### config.mk
export PLATFORM = sky130hd
export DESIGN_NAME = pam_front
export DESIGN_NICKNAME = d
export VERILOG_FILES = /design/src/rtl/pam_pkg.sv /design/src/rtl/pam_front.sv
export SDC_FILE = /design/constraint.sdc
export NUM_CORES = 1
export LEC_CHECK = 0
export BUFFER_PORTS_ARGS = -buffer_cell sky130_fd_sc_hd__buf_4
export CAP_MARGIN = 20
export CELL_PAD_IN_SITES_DETAIL_PLACEMENT = 0
export CELL_PAD_IN_SITES_GLOBAL_PLACEMENT = 1
export CORE_UTILIZATION = 19
export DETAILED_ROUTE_END_ITERATION = 16
export PLACE_DENSITY = 0.86
export SLEW_MARGIN = 10
export SYNTH_ARGS = -nofsm -noshare
export SYNTH_HDL_FRONTEND = slang
export SYNTH_SLANG_ARGS = --single-unit
### constraint.sdc
create_clock -name clk_i -period 4 [get_ports clk_i]
set_input_delay 0 -clock clk_i [delete_from_list [all_inputs] [get_ports clk_i]]
set_output_delay 0 -clock clk_i [all_outputs]
set_load 0.01 [all_outputs]
### src/rtl/pam_pkg.sv
`default_nettype none
package pam_pkg;

  localparam int MaxPointsDef = 256;
  localparam int CoordBitsDef = 24;

  localparam logic [47:0] QOne     = 48'd65536;
  localparam logic [63:0] MeanMax  = 64'h0000_FFFF_FFFF_FFFF;
  localparam logic [31:0] PairsMax = 32'h0000_7FFF;

  typedef struct packed {
    logic signed [23:0] ref_x;
    logic signed [23:0] ref_y;
    logic signed [23:0] map_x;
    logic signed [23:0] map_y;
    logic               last_point;
  } in_t;

  typedef struct packed {
    logic [47:0] mean_ratio;
    logic        result_ok;
    logic [14:0] valid_pairs;
  } out_t;

  typedef enum logic [2:0] {
    BK_IDLE,
    BK_PAIR,
    BK_DRAIN,
    BK_DIV,
    BK_OUT
  } back_state_e;

endpackage
`default_nettype wire

### src/rtl/pam_front.sv
`default_nettype none
module pam_front import pam_pkg::*; #(
  parameter int MaxPoints = MaxPointsDef
) (
  input  wire logic clk_i,
  input  wire logic rst_ni,
  input  wire logic push_i,
  output logic      full_o,
  input  wire in_t  in_i,
  input  wire logic q_full_i,
  output logic      q_push_o,
  output logic [$clog2(MaxPoints+1)+$bits(in_t):0] q_data_o
);

  localparam int CntW = $clog2(MaxPoints + 1);

  logic [CntW-1:0] cnt_q, cnt_d;
  logic [CntW-1:0] npts;
  logic            store;

  assign full_o   = q_full_i;
  assign q_push_o = push_i && !q_full_i;

  // points past the store depth are neither stored nor paired
  always_comb begin
    store    = (cnt_q < CntW'(MaxPoints));
    npts     = store ? cnt_q + CntW'(1) : cnt_q;
    cnt_d    = q_push_o ? (in_i.last_point ? '0 : npts) : cnt_q;
    q_data_o = {npts, store, in_i};
  end

  always_ff @(posedge clk_i or negedge rst_ni) begin
    if (!rst_ni) begin
      cnt_q <= '0;
    end else begin
      cnt_q <= cnt_d;
    end
  end

endmodule
`default_nettype wire

### Yosys cells after proc, flatten, opt, wreduce, memory -nomap -nowiden

Index checks and enable logic that the tools add are counted.

* shift-type cells: 0
* mux-type cells: 2
* equality and inequality tests: 0
* $add $sub $neg: 1
* magnitude comparators: 1
* divide/modulo/power cells: 0
* reductions and logical operators: 2
* $mul: 0
* bitwise logic cells: 0

Operator list (number)
* 9-bit 2-to-1 mux: 2
* 9-bit by 1-bit adder with 9-bit output (second input constant): 1
* 9-bit < comparator (second input constant): 1
* 1-bit logical AND: 1
* 1-bit logical NOT: 1

* bits in latches: 0
* memory bits (writable): 0
* logic and storage cells: 7
* output and inout bits: 109
* memories: 0
* register bits after elaboration: 9
* input port bits: 101
* bits in read-only memories: 0

### Logic depth before layout (Yosys ltp)

* depth after elaboration: 3
* depth in mapped cells: 4
* gate-level depth less buffers: 4

### Worst setup path after synthesis

OpenSTA, ideal clock, no wires.

* path type: register -> register
* start: reg cnt_q[8]
* end: reg cnt_q[5]
* library setup time: 0.104 ns
* path buffers: 1
* arrival time: 1.262 ns
* stages on the path, launching flop included: 5
* data required time: 3.896 ns
* clock period less this slack: 1.366 ns
* setup slack: 2.634 ns
* path through: dfrtp_1 > buf_4 > nand4b_4 > or4_1 > o311ai_1

* longest elaborated chain between the ends: 3

Ends and longest elaborated chain
* from (decl): line pam_front.sv:17 `logic [CntW-1:0] cnt_q, cnt_d;`
* from (signal assigned): line pam_front.sv:36 `cnt_q <= cnt_d;`
* 9-bit < comparator: line pam_front.sv:26 `store = (cnt_q < CntW'(MaxPoints));`
* 9-bit 2-to-1 mux: line pam_front.sv:27 `npts = store ? cnt_q + CntW'(1) : cnt_q;`
* 9-bit 2-to-1 mux: line pam_front.sv:28 `cnt_d = q_push_o ? (in_i.last_point ? '0 : npts) : cnt_q;`

No other way between the ends.
A chain may end at the register's enable or synchronous reset.

### Final worst setup path

* start: reg cnt_q[0]
* end: out q_data_o[102]

* longest elaborated chain between the ends: 2
* elaborated cells between the ends (all ways): 3
* classes of those cells: add/sub (1); order compare (1); mux (1)

Ends and longest elaborated chain
* 9-bit by 1-bit adder with 9-bit output / 9-bit < comparator (equally long branches): line pam_front.sv:27, pam_front.sv:26
* 9-bit 2-to-1 mux *: line pam_front.sv:27
* to (decl): line pam_front.sv:12 `output logic [$clog2(MaxPoints+1)+$bits(in_t):0] q_data_o`

Every way passes the cells marked *; elsewhere a longest branch is shown, timed or not.

==> impl_metrics.env <==
export IMPL_largest_register_ffs=9
export IMPL_unrepaired_setup_endpoints_after_global_routing="false"
export IMPL_placement_rows=30
export IMPL_die_area_sq_um=7550
export IMPL_synth_warnings=0
export IMPL_initialDrtViolationCount=28
export IMPL_final_cell_mix="17 x sky130_fd_sc_hd__buf_4, 9 x sky130_fd_sc_hd__dfrtp_1, 7 x sky130_fd_sc_hd__xnor2_1"
export IMPL_max_freq_ghz=0.646
export IMPL_floorplan_die_width_um=86.9
export IMPL_post_dp_hpwl_mm=1.79
export IMPL_first_global_vias=652
export IMPL_timing_critical_path_slowest_stage_cell="sky130_fd_sc_hd__dfrtp_1"
export IMPL_postSynthNetCount=265
export IMPL_slew_limit_headroom_pct=69.3
export IMPL_top_register="cnt_q"
export IMPL_count_of_port_buffers_added_during_placement=17
export IMPL_synth_largest_area_cell="sky130_fd_sc_hd__buf_4"
export IMPL_path_max_fanout=4
export IMPL_largest_registers="cnt_q: 9 flops"
export IMPL_drcViolationCount=0
export IMPL_critical_path_buf_inv_count=1
export IMPL_critPathArrivalTime_ns=1.55
export IMPL_period_minus_slack_ns=1.55
export IMPL_final_net_count=184
export IMPL_grt_total_usage_pct=6.04
export IMPL_cts_root_buffer_cell="sky130_fd_sc_hd__clkbuf_8"
export IMPL_clkTransAtPathRegs_ns=0.05
export IMPL_layout_drive_gt1_share_pct=29.6
export IMPL_asyncSetResetFlopFracSynth_pct=100
export IMPL_clkSinkCount=9
export IMPL_power_density_cell_area_nw_per_um2=377
export IMPL_cts_inserted_buffers=3
export IMPL_critical_path_cell_by_cell="ha_1, nand4b_1, xnor2_1, buf_4"
export IMPL_grt_first_pass_wirelength_mm=3.39
export IMPL_start_kind="flip-flop"
export IMPL_dieHeight_um=86.9
export IMPL_multi_input_area_sq_um=338
export IMPL_wl_per_cell_um=13.4
export IMPL_synthesis_area_per_instance_sq_um=8.41
export IMPL_n_antenna_cell=0
export IMPL_synth_top_cells_by_area="sky130_fd_sc_hd__buf_4 55%, sky130_fd_sc_hd__dfrtp_1 16%, sky130_fd_sc_hd__xnor2_1 4.5%, sky130_fd_sc_hd__buf_6 2.5%, sky130_fd_sc_hd__a22o_1 1.9%"
export IMPL_grt_start_max_net_pins=13
export IMPL_peak_supply_drop_uv=76.3
export IMPL_max_slew_worst_pin_slew_ns=0.461
export IMPL_max_cap_violations=0
export IMPL_pwr_total_w=0.000334
export IMPL_fillers=782
export IMPL_required_ns=4.00
export IMPL_antenna_found_initial=0
export IMPL_clk_insertion_delay_late_ns=0.24
export IMPL_finalMaxSlewViolations=0
export IMPL_synth_largest_type_area_fraction_pct=54.8
export IMPL_regToRegStartpoint="cnt_q[0]$_DFFE_PN0P_"
export IMPL_route_antenna_remaining_nets=0
export IMPL_post_cts_resize_count=0
export IMPL_grt_overflow=0
export IMPL_post_syn_instances=163
export IMPL_netlist_area_before_placement_sq_um=1370
export IMPL_post_cts_repair_setup_buffers=0
export IMPL_slowest_delay_ns=0.44
export IMPL_hold_path_cell_cnt=0
export IMPL_top_level_ports=210
export IMPL_synth_seq_cells=9
export IMPL_drt_pass1_iter_count=4
export IMPL_area_growth_synth_to_final_pct=-35.3
export IMPL_critPathLaunch="cnt_q[0]$_DFFE_PN0P_"
export IMPL_route_vias_total=650
export IMPL_status="finished clean"
export IMPL_setup_violations_final=0
export IMPL_clock_path_buffers=2
export IMPL_worst_r2r_path_depth=4
export IMPL_timing_final_hold_violations=0
export IMPL_timing_critical_path_depth=4
export IMPL_most_common_cell_after_layout_fill_and_taps_aside="sky130_fd_sc_hd__buf_4"
export IMPL_core_sq_um=6870
export IMPL_synthDistinctLibCells=28
export IMPL_min_path_type="input port to output pin"
export IMPL_holdBufCountCts=1
export IMPL_tritoncts="done"
export IMPL_place_gp_congestion=0.731
export IMPL_yosys_most_used_dff="sky130_fd_sc_hd__dfrtp_1"
export IMPL_sequential_share_of_the_synthesized_area_pct=16.4
export IMPL_totalNegativeSetupSlack_ns=0
export IMPL_worst_setup_path_end_kind="output pin"
export IMPL_synth_edff_count=0
export IMPL_min_from="in_i[43]"
export IMPL_critical_path_top_delay_family="flip-flops"
export IMPL_postRouteWirelength_mm=2.36
export IMPL_vias_per_cell=3.67
export IMPL_timing_worst_setup_path_type="flip-flop to output pin"
export IMPL_ctsHtreeMaxLevel=1
export IMPL_initial_core_util_pct=19.9
export IMPL_layout_area_seq_sq_um=225
export IMPL_final_core_utilization_pct=12.9
export IMPL_period_share_pct=38.7
export IMPL_fin_worst_skew_ns=0.00590
export IMPL_power_leakage_nw=0.389
worst reg2reg max path, stage by stage, from the launching register on:
cell	delay, ns
sky130_fd_sc_hd__dfrtp_1	0.44
sky130_fd_sc_hd__ha_1	0.25
sky130_fd_sc_hd__nand3b_1	0.10
sky130_fd_sc_hd__or4_1	0.48
sky130_fd_sc_hd__o311ai_1	0.10
cell families (layout without fill, tap and decap cells):
kind of cell	Yosys count	after routing	synth area share, %
AO/OA/AOI/OAI	10	10	5.94
XOR/XNOR	7	7	4.47
adder cells (fa/ha/maj)	1	1	0.913
buffers and inverters	109	27	58.9
flip-flops	9	9	16.4
multiplexers	2	2	1.55
AND/OR/NAND/NOR	25	25	11.8
stage by stage:
| step | instance area, sq um | setup slack (ns) | cells | hold WS (ns) |
|---|---|---|---|---|
| global placement | 830 | 2.60 | 172 | -0.168 |
| floorplan | 1370 | 2.63 | 163 | -0.296 |
| CTS | 886 | 2.43 | 177 | 0.0000686 |
| detailed placement | 830 | 2.51 | 172 | -0.167 |
| finish | 886 | 2.45 | 177 | 0.00000344 |
| global route | 886 | 2.34 | 177 | 0.0000150 |
metal layers:
| layer | up-vias | wire length, um | part of all wire [%] | track usage [%] |
|---|---|---|---|---|
| met5 | - | 0 | 0 | 0 |
| met4 | 0 | 263 | 11 | 7.88 |
| met3 | 38 | 355 | 15 | 3.79 |
| met2 | 49 | 1050 | 44 | 8.80 |
| met1 | 299 | 694 | 29 | 5.00 |
| li1 | 264 | - | - | - |
worst paths after layout:
kind	to	slack [ns]
worst max-delay path	q_data_o[102]	2.45
worst min-delay path	q_data_o[43]	0.000003
worst max register to register	cnt_q[6]$_DFFE_PN0P_	2.50
worst min register to register	cnt_q[7]$_DFFE_PN0P_	0.55
max in group asynchronous	cnt_q[8]$_DFFE_PN0P_	3.73
min in group asynchronous	cnt_q[5]$_DFFE_PN0P_	0.13
synthesized netlist by cell type, types with 2 or more instances:
cell                       count
sky130_fd_sc_hd__a22o_1        3
sky130_fd_sc_hd__inv_1         5
sky130_fd_sc_hd__buf_6         3
sky130_fd_sc_hd__or4_1         3
sky130_fd_sc_hd__nor2_1        4
sky130_fd_sc_hd__dfrtp_1       9
sky130_fd_sc_hd__nand2_1       5
sky130_fd_sc_hd__xnor2_1       7
sky130_fd_sc_hd__nand3_1       2
sky130_fd_sc_hd__o21ai_0       2
sky130_fd_sc_hd__buf_4       100
sky130_fd_sc_hd__nand2b_1      2
sky130_fd_sc_hd__o311ai_1      3
power breakdown:
group,total [W],switching [W],internal [W]
Sequential,0.000126,0.0000213,0.000104
Clock,0.000112,0.0000432,0.0000685
Combinational,0.0000970,0.0000471,0.0000499
Total,0.000334,0.000112,0.000223
area by class of cell:
type / count / share of cell area, %
clock buffers: 3 / 4.66
repair buffers: 18 / 15.5
clock inverters: 1 / 0.565
inverters: 5 / 2.12
well taps: 96 / 13.6
flip-flops and latches: 9 / 25.4
multi-input cells: 45 / 38.1
Note: power is estimated with default switching activity, not from simulation.
