### src/rtl/pam_fifo.sv
`default_nettype none
module pam_fifo #(
  parameter int Width = 8
) (
  input  wire logic             clk_i,
  input  wire logic             rst_ni,
  input  wire logic             push_i,
  input  wire logic [Width-1:0] data_i,
  output logic                  full_o,
  input  wire logic             pop_i,
  output logic      [Width-1:0] data_o,
  output logic                  empty_o
);

  logic [Width-1:0] mem_q [2];
  logic             wr_q, wr_d;
  logic             rd_q, rd_d;
  logic [1:0]       cnt_q, cnt_d;
  logic             do_push, do_pop;

  assign full_o  = (cnt_q == 2'd2);
  assign empty_o = (cnt_q == 2'd0);
  assign data_o  = mem_q[rd_q];
  assign do_push = push_i && !full_o;
  assign do_pop  = pop_i && !empty_o;

  always_comb begin
    wr_d  = do_push ? ~wr_q : wr_q;
    rd_d  = do_pop ? ~rd_q : rd_q;
    cnt_d = cnt_q + {1'b0, do_push} - {1'b0, do_pop};
  end

  always_ff @(posedge clk_i or negedge rst_ni) begin
    if (!rst_ni) begin
      wr_q  <= 1'b0;
      rd_q  <= 1'b0;
      cnt_q <= 2'd0;
    end else begin
      wr_q  <= wr_d;
      rd_q  <= rd_d;
      cnt_q <= cnt_d;
    end
  end

  always_ff @(posedge clk_i) begin
    if (do_push) begin
      mem_q[wr_q] <= data_i;
    end
  end

endmodule
`default_nettype wire

### config.mk
export PLATFORM = sky130hd
export DESIGN_NAME = pam_fifo
export DESIGN_NICKNAME = d
export VERILOG_FILES = /design/src/rtl/pam_fifo.sv
export SDC_FILE = /design/constraint.sdc
export NUM_CORES = 1
export LEC_CHECK = 0
export BUFFER_PORTS_ARGS = -buffer_cell sky130_fd_sc_hd__buf_2
export CAP_MARGIN = 10
export CORE_MARGIN = 5
export CORE_UTILIZATION = 52
export CTS_CLUSTER_DIAMETER = 50
export DETAILED_ROUTE_END_ITERATION = 16
export GPL_TIMING_DRIVEN = 0
export PLACE_DENSITY = 0.78
export SYNTH_ARGS = -nofsm -noshare
export SYNTH_HDL_FRONTEND = slang
export SYNTH_SLANG_ARGS = --single-unit
### constraint.sdc
create_clock -name clk_i -period 4.81 [get_ports clk_i]
set_clock_uncertainty 0.15 [all_clocks]
set_input_delay 0.962 -clock clk_i [delete_from_list [all_inputs] [get_ports clk_i]]
set_output_delay 0.962 -clock clk_i [all_outputs]
set_load 0.005 [all_outputs]
# Word level (Yosys, flattened, before mapping)
# Memory sizes are Yosys's and may differ from the RTL's.
# Cells that the tools add are included.
# classes
n_addsub	2
n_eq_ne	1
mux	2
bitwise_logic	2
reduce_logical	5
# ops
op	n
2-bit by 1-bit adder with 2-bit output	1
2-bit equality test (second input constant)	1
1-bit logical AND	2
1-bit zero test	2
2-bit zero test	1
1-bit two-way mux	2
1-bit NOT	2
2-bit by 1-bit subtractor with 2-bit output	1
# word_totals
reg_bits	4
mem_bits_rw	16
out_inout_bits	10
elab_cells	16
n_memories	1
# mem_list
memory	depth	word_bits	rd	rd_ports_with_merged_regs	write_ports	line	text
mem_q	2	8	1	0	1	15	logic [Width-1:0] mem_q [2];

# Logic depth before layout (Yosys ltp)
# Gate-level depths: netlist of run 1.
# logic_depth
word_depth	5
mapped_depth	7
depth_no_buf	7

# Worst setup path after synthesis of run 1
# OpenSTA, ideal clock, no wires.
# synth_timing
path_type	in2reg
startpoint	in pop_i
endpoint	reg cnt_q[1]
setup_time_ps	123
arrival_ps	1821
required_ps	4537
path_slack_ps	2716
stages	6
path_buffers	0
path_cell_list	nor2b_2 > ha_1 > inv_1 > ha_1 > xnor2_1 > xnor2_1
# synth_via
elab_chain_cells	2
# synth_lines
element	line	text
start, declared	10	input wire logic pop_i,
1-bit logical AND	25	assign do_pop = pop_i && !empty_o;
2-bit by 1-bit subtractor with 2-bit output	30	cnt_d = cnt_q + {1'b0, do_push} - {1'b0, do_pop};
named net cnt_d[1]	18	logic [1:0] cnt_q, cnt_d;
end signal, assigned	41	cnt_q <= cnt_d;
end, declared	18	
# The timed path passes the listed nets, and every way through them passes these cells.
# A chain may end at the register's enable or synchronous reset.

# Worst setup path after layout of run 1
# layout_timing
startpoint	reg rd_q
endpoint	out data_o[0]
# layout_via
elab_chain_cells	1
# layout_lines
element	line	text
start, declared	17	logic rd_q, rd_d;
start signal, assigned	40	rd_q <= rd_d;
memory 2 x 8 bit	-	
end, declared	11	output logic [Width-1:0] data_o,
# Every way passes these cells.

==> reports/metrics.yaml, run 1 <==
relSlewSlack: 0.559
cp_data_arrival_time_ps: 1380
fin_util: 0.645
die_area_um2: 2360
tightest_slew_ps: 659
boundaryPins: 22
p_total_mw: 0.536
wirelength_um: 1210
cts_inserted_buffers: 3
syn_area_per_cell_um2: 18.0
cts_setup_buffers: 0
r2r-end: "mem_q[0][7]"
maxSlewViolCount: 0
row_count: 14
grt_pass1_vias: 490
peakVddDrop_v: 0.000287
layout_commonest_cell: "buf_2"
critical-path-top-delay-family: "buffers and inverters"
port-buffer-count: 21
synthToLayoutAreaGrowth_pct: 20.8
ant_nets: 0
reg2reg_slack_ps: 3140
drt-wirelength-per-cell_um: 14.4
grt_usage: 0.112
met3_length_um: 58
power_leakage_nw: 0.394
end_kind: "primary output"
fmax_mhz: 401
final.setup.tns_ps: 0
gp_congestion: 0.688
crit_chain: "buf_2 > mux2_2 > buf_2"
fin_crit_ps: 2490
ys_warn_count: 0
drc_errors: 0
slowest_delay_ps: 360
powerDensity_nw_per_um2: 572
dr.max_layer_used: "met3"
period_share: 0.518
drt_iter0_markers: 3
clk_latency_ps: 290
grt_start_max_net_pins: 12
postLayoutSetupSlackWorst_ps: 2320
cts_max_level: 1
clock_path_buffers: 2
r2r-start: "cnt_q[1]"
final_cell_mix: "22 x buf_2, 16 x edfxtp_1, 8 x mux2_2"
rsz0062_at_grt: "no"
cp_slowest_cell: "mux2_2"
cts-hold-fix-buffers: 0
nets: 83
die_w_um: 48.6
cts-root-buf: "clkbuf_4"
critical_path.startpoint_type: "register"
clock-sinks: 20
dpl.hpwl_um: 922
synth-seq-cells: 20
start_util: 0.534
syn_nets: 57
via_per_inst: 4.93
num_vias: 414
crit_required_ps: 3700
critPathBufInv: 2
crit_path_max_fanout: 9
synth_cells: 43
cts_tree: "done"
yosysUniqueCellTypes: 13
post_cts_resized: 0
drive_gt1_frac: 0.515
critPathKind: "reg2out"
m1WireLength_um: 505
n_antenna_cell: 0
outcome: "completed"
r2r_cells: 3
drt_first_pass_iters: 4
grt_overflow: 0
clkTransAtPathRegs_ps: 110
place_ws_ps: 2560
cpMostUsedCell: "buf_2"
syn_area_um2: 776
met2_length_um: 642
die_y_um: 48.6
setup_viol: 0
worstHoldPathType: "in2async"
seq_area_frac_synth: 0.748
finalHoldViolations: 0
core_um2: 1450
grt_pass1_wl_um: 2120
grt_antenna_before_repair: 0
cap_viol_max_count: 0
[power by group]
part	switching [mW]	internal (mW)	total [mW]
clock	0.0488	0.0461	0.0948
sequential	0.0181	0.242	0.260
combinational	0.0872	0.0935	0.181
total	0.154	0.382	0.536
[worst register-to-register path: cells and delay by family (launching register included)]
kind,cells,cell delay [ps]
simple gates,3,740
flops,1,420
[cells in the mapped netlist]
cell type  count  area share
buf_2          1      0.0064
nand2b_1       1      0.0081
ha_1           2       0.032
nor2_1         2      0.0097
mux2_2         8        0.12
nor2b_2        1       0.011
edfxtp_1      16        0.62
dfrtp_1        4        0.13
and3_1         1      0.0081
nand2_1        1      0.0048
xor2_1         1       0.011
inv_1          2      0.0097
xnor2_1        3       0.034
[state kept, by name, indices dropped and copies added (netlist names)]
register and cells:
mem_q 16, cnt_q 2, rd_q 1, wr_q 1
[layout make-up]
cell class                 instances  area [um2]
clock buffer                       4        36.3
inverter                           2        7.51
multi-input combinational         20         183
sequential                        20         581
tap                               16        20.0
fill                             114         517
buffer                             1        5.00
timing repair buffer              21         105
[logic make-up (layout without fill, tap and decap cells)]
family / count (synthesis) / after routing / synth area share
XOR/XNOR: 4 / 4 / 0.0452
adder cells (fa/ha/maj): 2 / 2 / 0.0323
buffers and inverters: 3 / 28 / 0.0161
flip-flops: 20 / 20 / 0.748
multiplexers: 8 / 8 / 0.116
AND/OR/NAND/NOR: 6 / 6 / 0.0419
[worst max path at each step]
stage,from,end,slack (ps),cells after the start
4_1_cts,rd_q,data_o[0],2310,3
5_1_grt,rd_q,data_o[7],2220,3
3_5_place_dp,pop_i,cnt_q[1],2560,7
2_1_floorplan,pop_i,cnt_q[1],2720,6
6_report,rd_q,data_o[0],2320,3
3_3_place_gp,push_i,mem_q[0][1],2580,3
[routing by layer]
| metal | track usage | vias up |
|---|---|---|
| li1 | - | 206 |
| met1 | 0.132 | 195 |
| met2 | 0.198 | 13 |
| met3 | 0.0337 | 0 |
| met4 | 0.0269 | 0 |
| met5 | 0 | - |
[per-stage QoR]
stage / cell area [um2] / instances / hold slack (ps)
after detailed placement: 901 / 80 / 333
final: 937 / 84 / 298
after CTS: 937 / 84 / 302
after global routing: 937 / 84 / 283
after floorplan: 776 / 43 / 311
after global placement: 901 / 80 / 329
No activity file was read; power rests on OpenSTA's default activity.
==> run 2: changes to the inputs <==
Settings changed: CORE_UTILIZATION 52 to 44, PLACE_DENSITY 0.78 to 0.7.
Clock period 4.81 ns to 2.18 ns, I/O delays scaled along.
==> reports/metrics.yaml, run 2 (same netlist as run 1, synthesis figures left out) <==
cap_viol_max_count: 0
core_um2: 1710
fin_util: 0.555
outcome: "completed"
r2r_cells: 3
clk_latency_ps: 290
grt_antenna_before_repair: 0
clock-sinks: 20
grt_pass1_vias: 418
gp_congestion: 0.632
die_y_um: 52.0
largest_reg_flops: 16
critical_path.startpoint_type: "register"
grt_pass1_wl_um: 1750
holdPathStages: 1
fmax_mhz: 522
final.setup.tns_ps: 0
finalHoldViolations: 0
peakVddDrop_v: 0.000558
n_antenna_cell: 0
period_share: 0.879
via_per_inst: 4.47
drc_errors: 0
cts_setup_buffers: 0
drive_gt1_frac: 0.493
top_register: "mem_q"
layout_commonest_cell: "buf_2"
rsz0062_at_grt: "no"
port-buffer-count: 21
ant_nets: 0
crit_required_ps: 1590
final_cell_mix: "22 x buf_2, 16 x edfxtp_1, 8 x mux2_2"
cts_inserted_buffers: 3
crit_path_max_fanout: 9
n_fill_cell: 149
die_area_um2: 2700
clkTransAtPathRegs_ps: 100
grt_start_max_net_pins: 12
met3_length_um: 101
relSlewSlack: 0.534
whs_ps: 173
drt-wirelength-per-cell_um: 12.6
m1WireLength_um: 460
cts-root-buf: "clkbuf_4"
fin_crit_ps: 1920
largest_registers: "mem_q x16, cnt_q x2"
postLayoutSetupSlackWorst_ps: 265
nets: 84
drt_first_pass_iters: 5
synthToLayoutAreaGrowth_pct: 22.3
clock_path_buffers: 2
row_count: 15
power_leakage_nw: 0.392
critPathKind: "reg2out"
seqCellArea_um2: 581
post_cts_resized: 0
end_kind: "primary output"
maxSlewViolCount: 0
boundaryPins: 22
multiInputGateArea_um2: 183
wirelength_um: 1180
tightest_slew_ps: 696
start_util: 0.454
dr.max_layer_used: "met4"
grt_usage: 0.0940
met2_length_um: 614
place_ws_ps: 447
die_w_um: 52.0
setup_viol: 0
num_vias: 420
powerDensity_nw_per_um2: 1200
dpl.hpwl_um: 855
worstHoldPathType: "in2reg"
grt_overflow: 0
cp_data_arrival_time_ps: 1330
cts_tree: "done"
drt_iter0_markers: 5
cts_max_level: 1
-- run 2: cell types whose count changed in the layout (fill, tap and decap cells not counted) --
cell	before	now
clkbuf_8	1	0
clkinv_1	0	1
dlygate4sd3_1	0	1
-- run 2: worst paths after layout --
check	endpoint	startpoint	slack, ps
hold reg to reg	wr_q	wr_q	350
hold / removal	mem_q[1][5]	data_i[5]	170
setup / recovery	data_o[5]	rd_q	260
min in group asynchronous	wr_q	rst_ni	320
setup reg to reg	mem_q[0][7]	cnt_q[1]	460
max in group asynchronous	rd_q	rst_ni	1430
-- run 2: layer usage --
| layer | GRT usage | vias up |
|---|---|---|
| met1 | 0.102 | 199 |
| met3 | 0.0430 | 2 |
| met5 | 0 | - |
| met2 | 0.157 | 12 |
| met4 | 0.0393 | 0 |
| li1 | - | 207 |
-- run 2: critical path: stages, from the launching register on --
cell	delay, ps
dfrtp_1	330
buf_2	220
mux2_2	370
buf_2	130
-- run 2: metrics by stage --
step	power, mW	instances	cell area, um2
after floorplan	0.842	43	776
after global placement	0.975	89	912
after detailed placement	0.987	89	912
after CTS	1.16	94	948
after global routing	1.23	94	948
final	1.14	94	948
-- run 2: power breakdown --
group | internal, mW | total (mW) | switching [mW]
registers | 0.535 | 0.572 | 0.0370
clock network | 0.0665 | 0.168 | 0.101
logic | 0.207 | 0.397 | 0.190
-- run 2: repair_timing --
item,CTS,global route
hold buffers,1,0
endpoints found under the hold margin,4,0
setup endpoints to repair,0,0
-- run 2: cell type report --
class | count | share of cell area
tap | 25 | 0.0330
inverter | 2 | 0.00792
buffer | 1 | 0.00528
sequential | 20 | 0.612
clock buffer | 3 | 0.0237
timing repair buffer | 22 | 0.121
clock inverter | 1 | 0.00396
multi-input combinational | 20 | 0.193
==> run 3: changes to the inputs <==
Settings changed: REMOVE_ABC_BUFFERS set to 1.
==> reports/metrics.yaml, run 3 (same netlist as run 1, synthesis figures left out) <==
n_antenna_cell: 0
rsz0062_at_grt: "no"
cts_setup_buffers: 0
grt_usage: 0.0941
drt_iter0_markers: 10
r2r_cells: 7
num_vias: 425
drive_gt1_frac: 0.500
cts_tree: "done"
fmax_mhz: 506
final_cell_mix: "21 x buf_2, 16 x edfxtp_1, 8 x mux2_2"
seqCellArea_um2: 581
ant_nets: 0
critPathKind: "reg2out"
largest_reg_flops: 16
fin_crit_ps: 1980
outcome: "completed"
whs_ps: 175
r2r-end: "cnt_q[1]"
critical-path-top-delay-family: "flip-flops"
end_kind: "primary output"
critPathBufInv: 1
core_um2: 1710
crit_required_ps: 1590
final.setup.tns_ps: 0
post_cts_resized: 0
instances_no_fill: 93
maxSlewViolCount: 0
finalHoldViolations: 0
cts_inserted_buffers: 3
port-buffer-count: 21
clock_path_buffers: 2
r2r-start: "cnt_q[1]"
cts-root-buf: "clkbuf_4"
slowest_delay_ps: 580
die_w_um: 52.0
die_area_um2: 2700
row_count: 15
largest_registers: "mem_q x16, cnt_q x2"
worstHoldPathType: "in2reg"
grt_pass1_vias: 431
peakVddDrop_v: 0.000722
dpl.hpwl_um: 826
powerDensity_nw_per_um2: 1290
clk_latency_ps: 290
p_total_mw: 1.25
gp_congestion: 0.663
cp_num_cells: 2
layout_commonest_cell: "buf_2"
grt_pass1_wl_um: 1790
tightest_slew_ps: 677
synthToLayoutAreaGrowth_pct: 25.0
crit_path_max_fanout: 9
power_leakage_nw: 0.401
cts-hold-fix-buffers: 1
multiInputGateArea_um2: 183
die_y_um: 52.0
fin_util: 0.568
clock-sinks: 20
clkTransAtPathRegs_ps: 110
nets: 83
setup_viol: 0
period_share: 0.906
critical_path.startpoint_type: "register"
cp_data_arrival_time_ps: 1390
top_register: "mem_q"
grt_antenna_before_repair: 0
startpoint: "rd_q"
boundaryPins: 22
drt-wirelength-per-cell_um: 12.0
numPlacedInstances: 88
reg2reg_slack_ps: 490
relSlewSlack: 0.547
wirelength_um: 1120
via_per_inst: 4.57
drc_errors: 0
crit_chain: "mux2_2 > buf_2"
drt_first_pass_iters: 4
crit_end: "data_o[1]"
n_fill_cell: 148
cap_viol_max_count: 0
start_util: 0.454
cts_max_level: 1
grt_start_max_net_pins: 13
holdPathStages: 1
grt_overflow: 0
cp_slowest_cell: "dfrtp_1"
run 3: cell count changes in the layout (fill, tap and decap cells not counted), sizes merged:
cell / before / now
bufinv: 0 / 1
buf: 22 / 21
clkinv: 1 / 0
run 3: worst min-delay path by stage:
stage / start / to
finish: data_i[3] / mem_q[0][3]
global route: data_i[4] / mem_q[1][4]
detailed placement: rst_ni / cnt_q[0]
global placement: rst_ni / cnt_q[0]
floorplan: rst_ni / cnt_q[0]
CTS: data_i[3] / mem_q[0][3]
run 3: power breakdown:
part	total [mW]	switching, mW	leakage (nW)	internal, mW
Clock	0.291	0.105	0.0279	0.186
Sequential	0.601	0.0662	0.195	0.534
Combinational	0.360	0.159	0.178	0.201
run 3: final cells by class:
cell class	count	share of cell area
clock inverter	1	0.0310
timing repair buffer	22	0.119
sequential	20	0.599
clock buffer	3	0.0232
multi-input combinational	20	0.188
tap	25	0.0323
inverter	2	0.00774
run 3: metal layers:
metal  vias up  global-route usage  wire length [um]
li1        205                   -                 -
met1       207               0.119               448
met2        11               0.142               584
met3         2              0.0201                70
met4         0              0.0655                13
met5         -                   0                 0
run 3: through the flow:
step	setup slack, ps	instance area, um2
floorplan	556	771
global placement	465	907
detailed placement	434	907
CTS	172	970
global route	120	970
finish	204	970
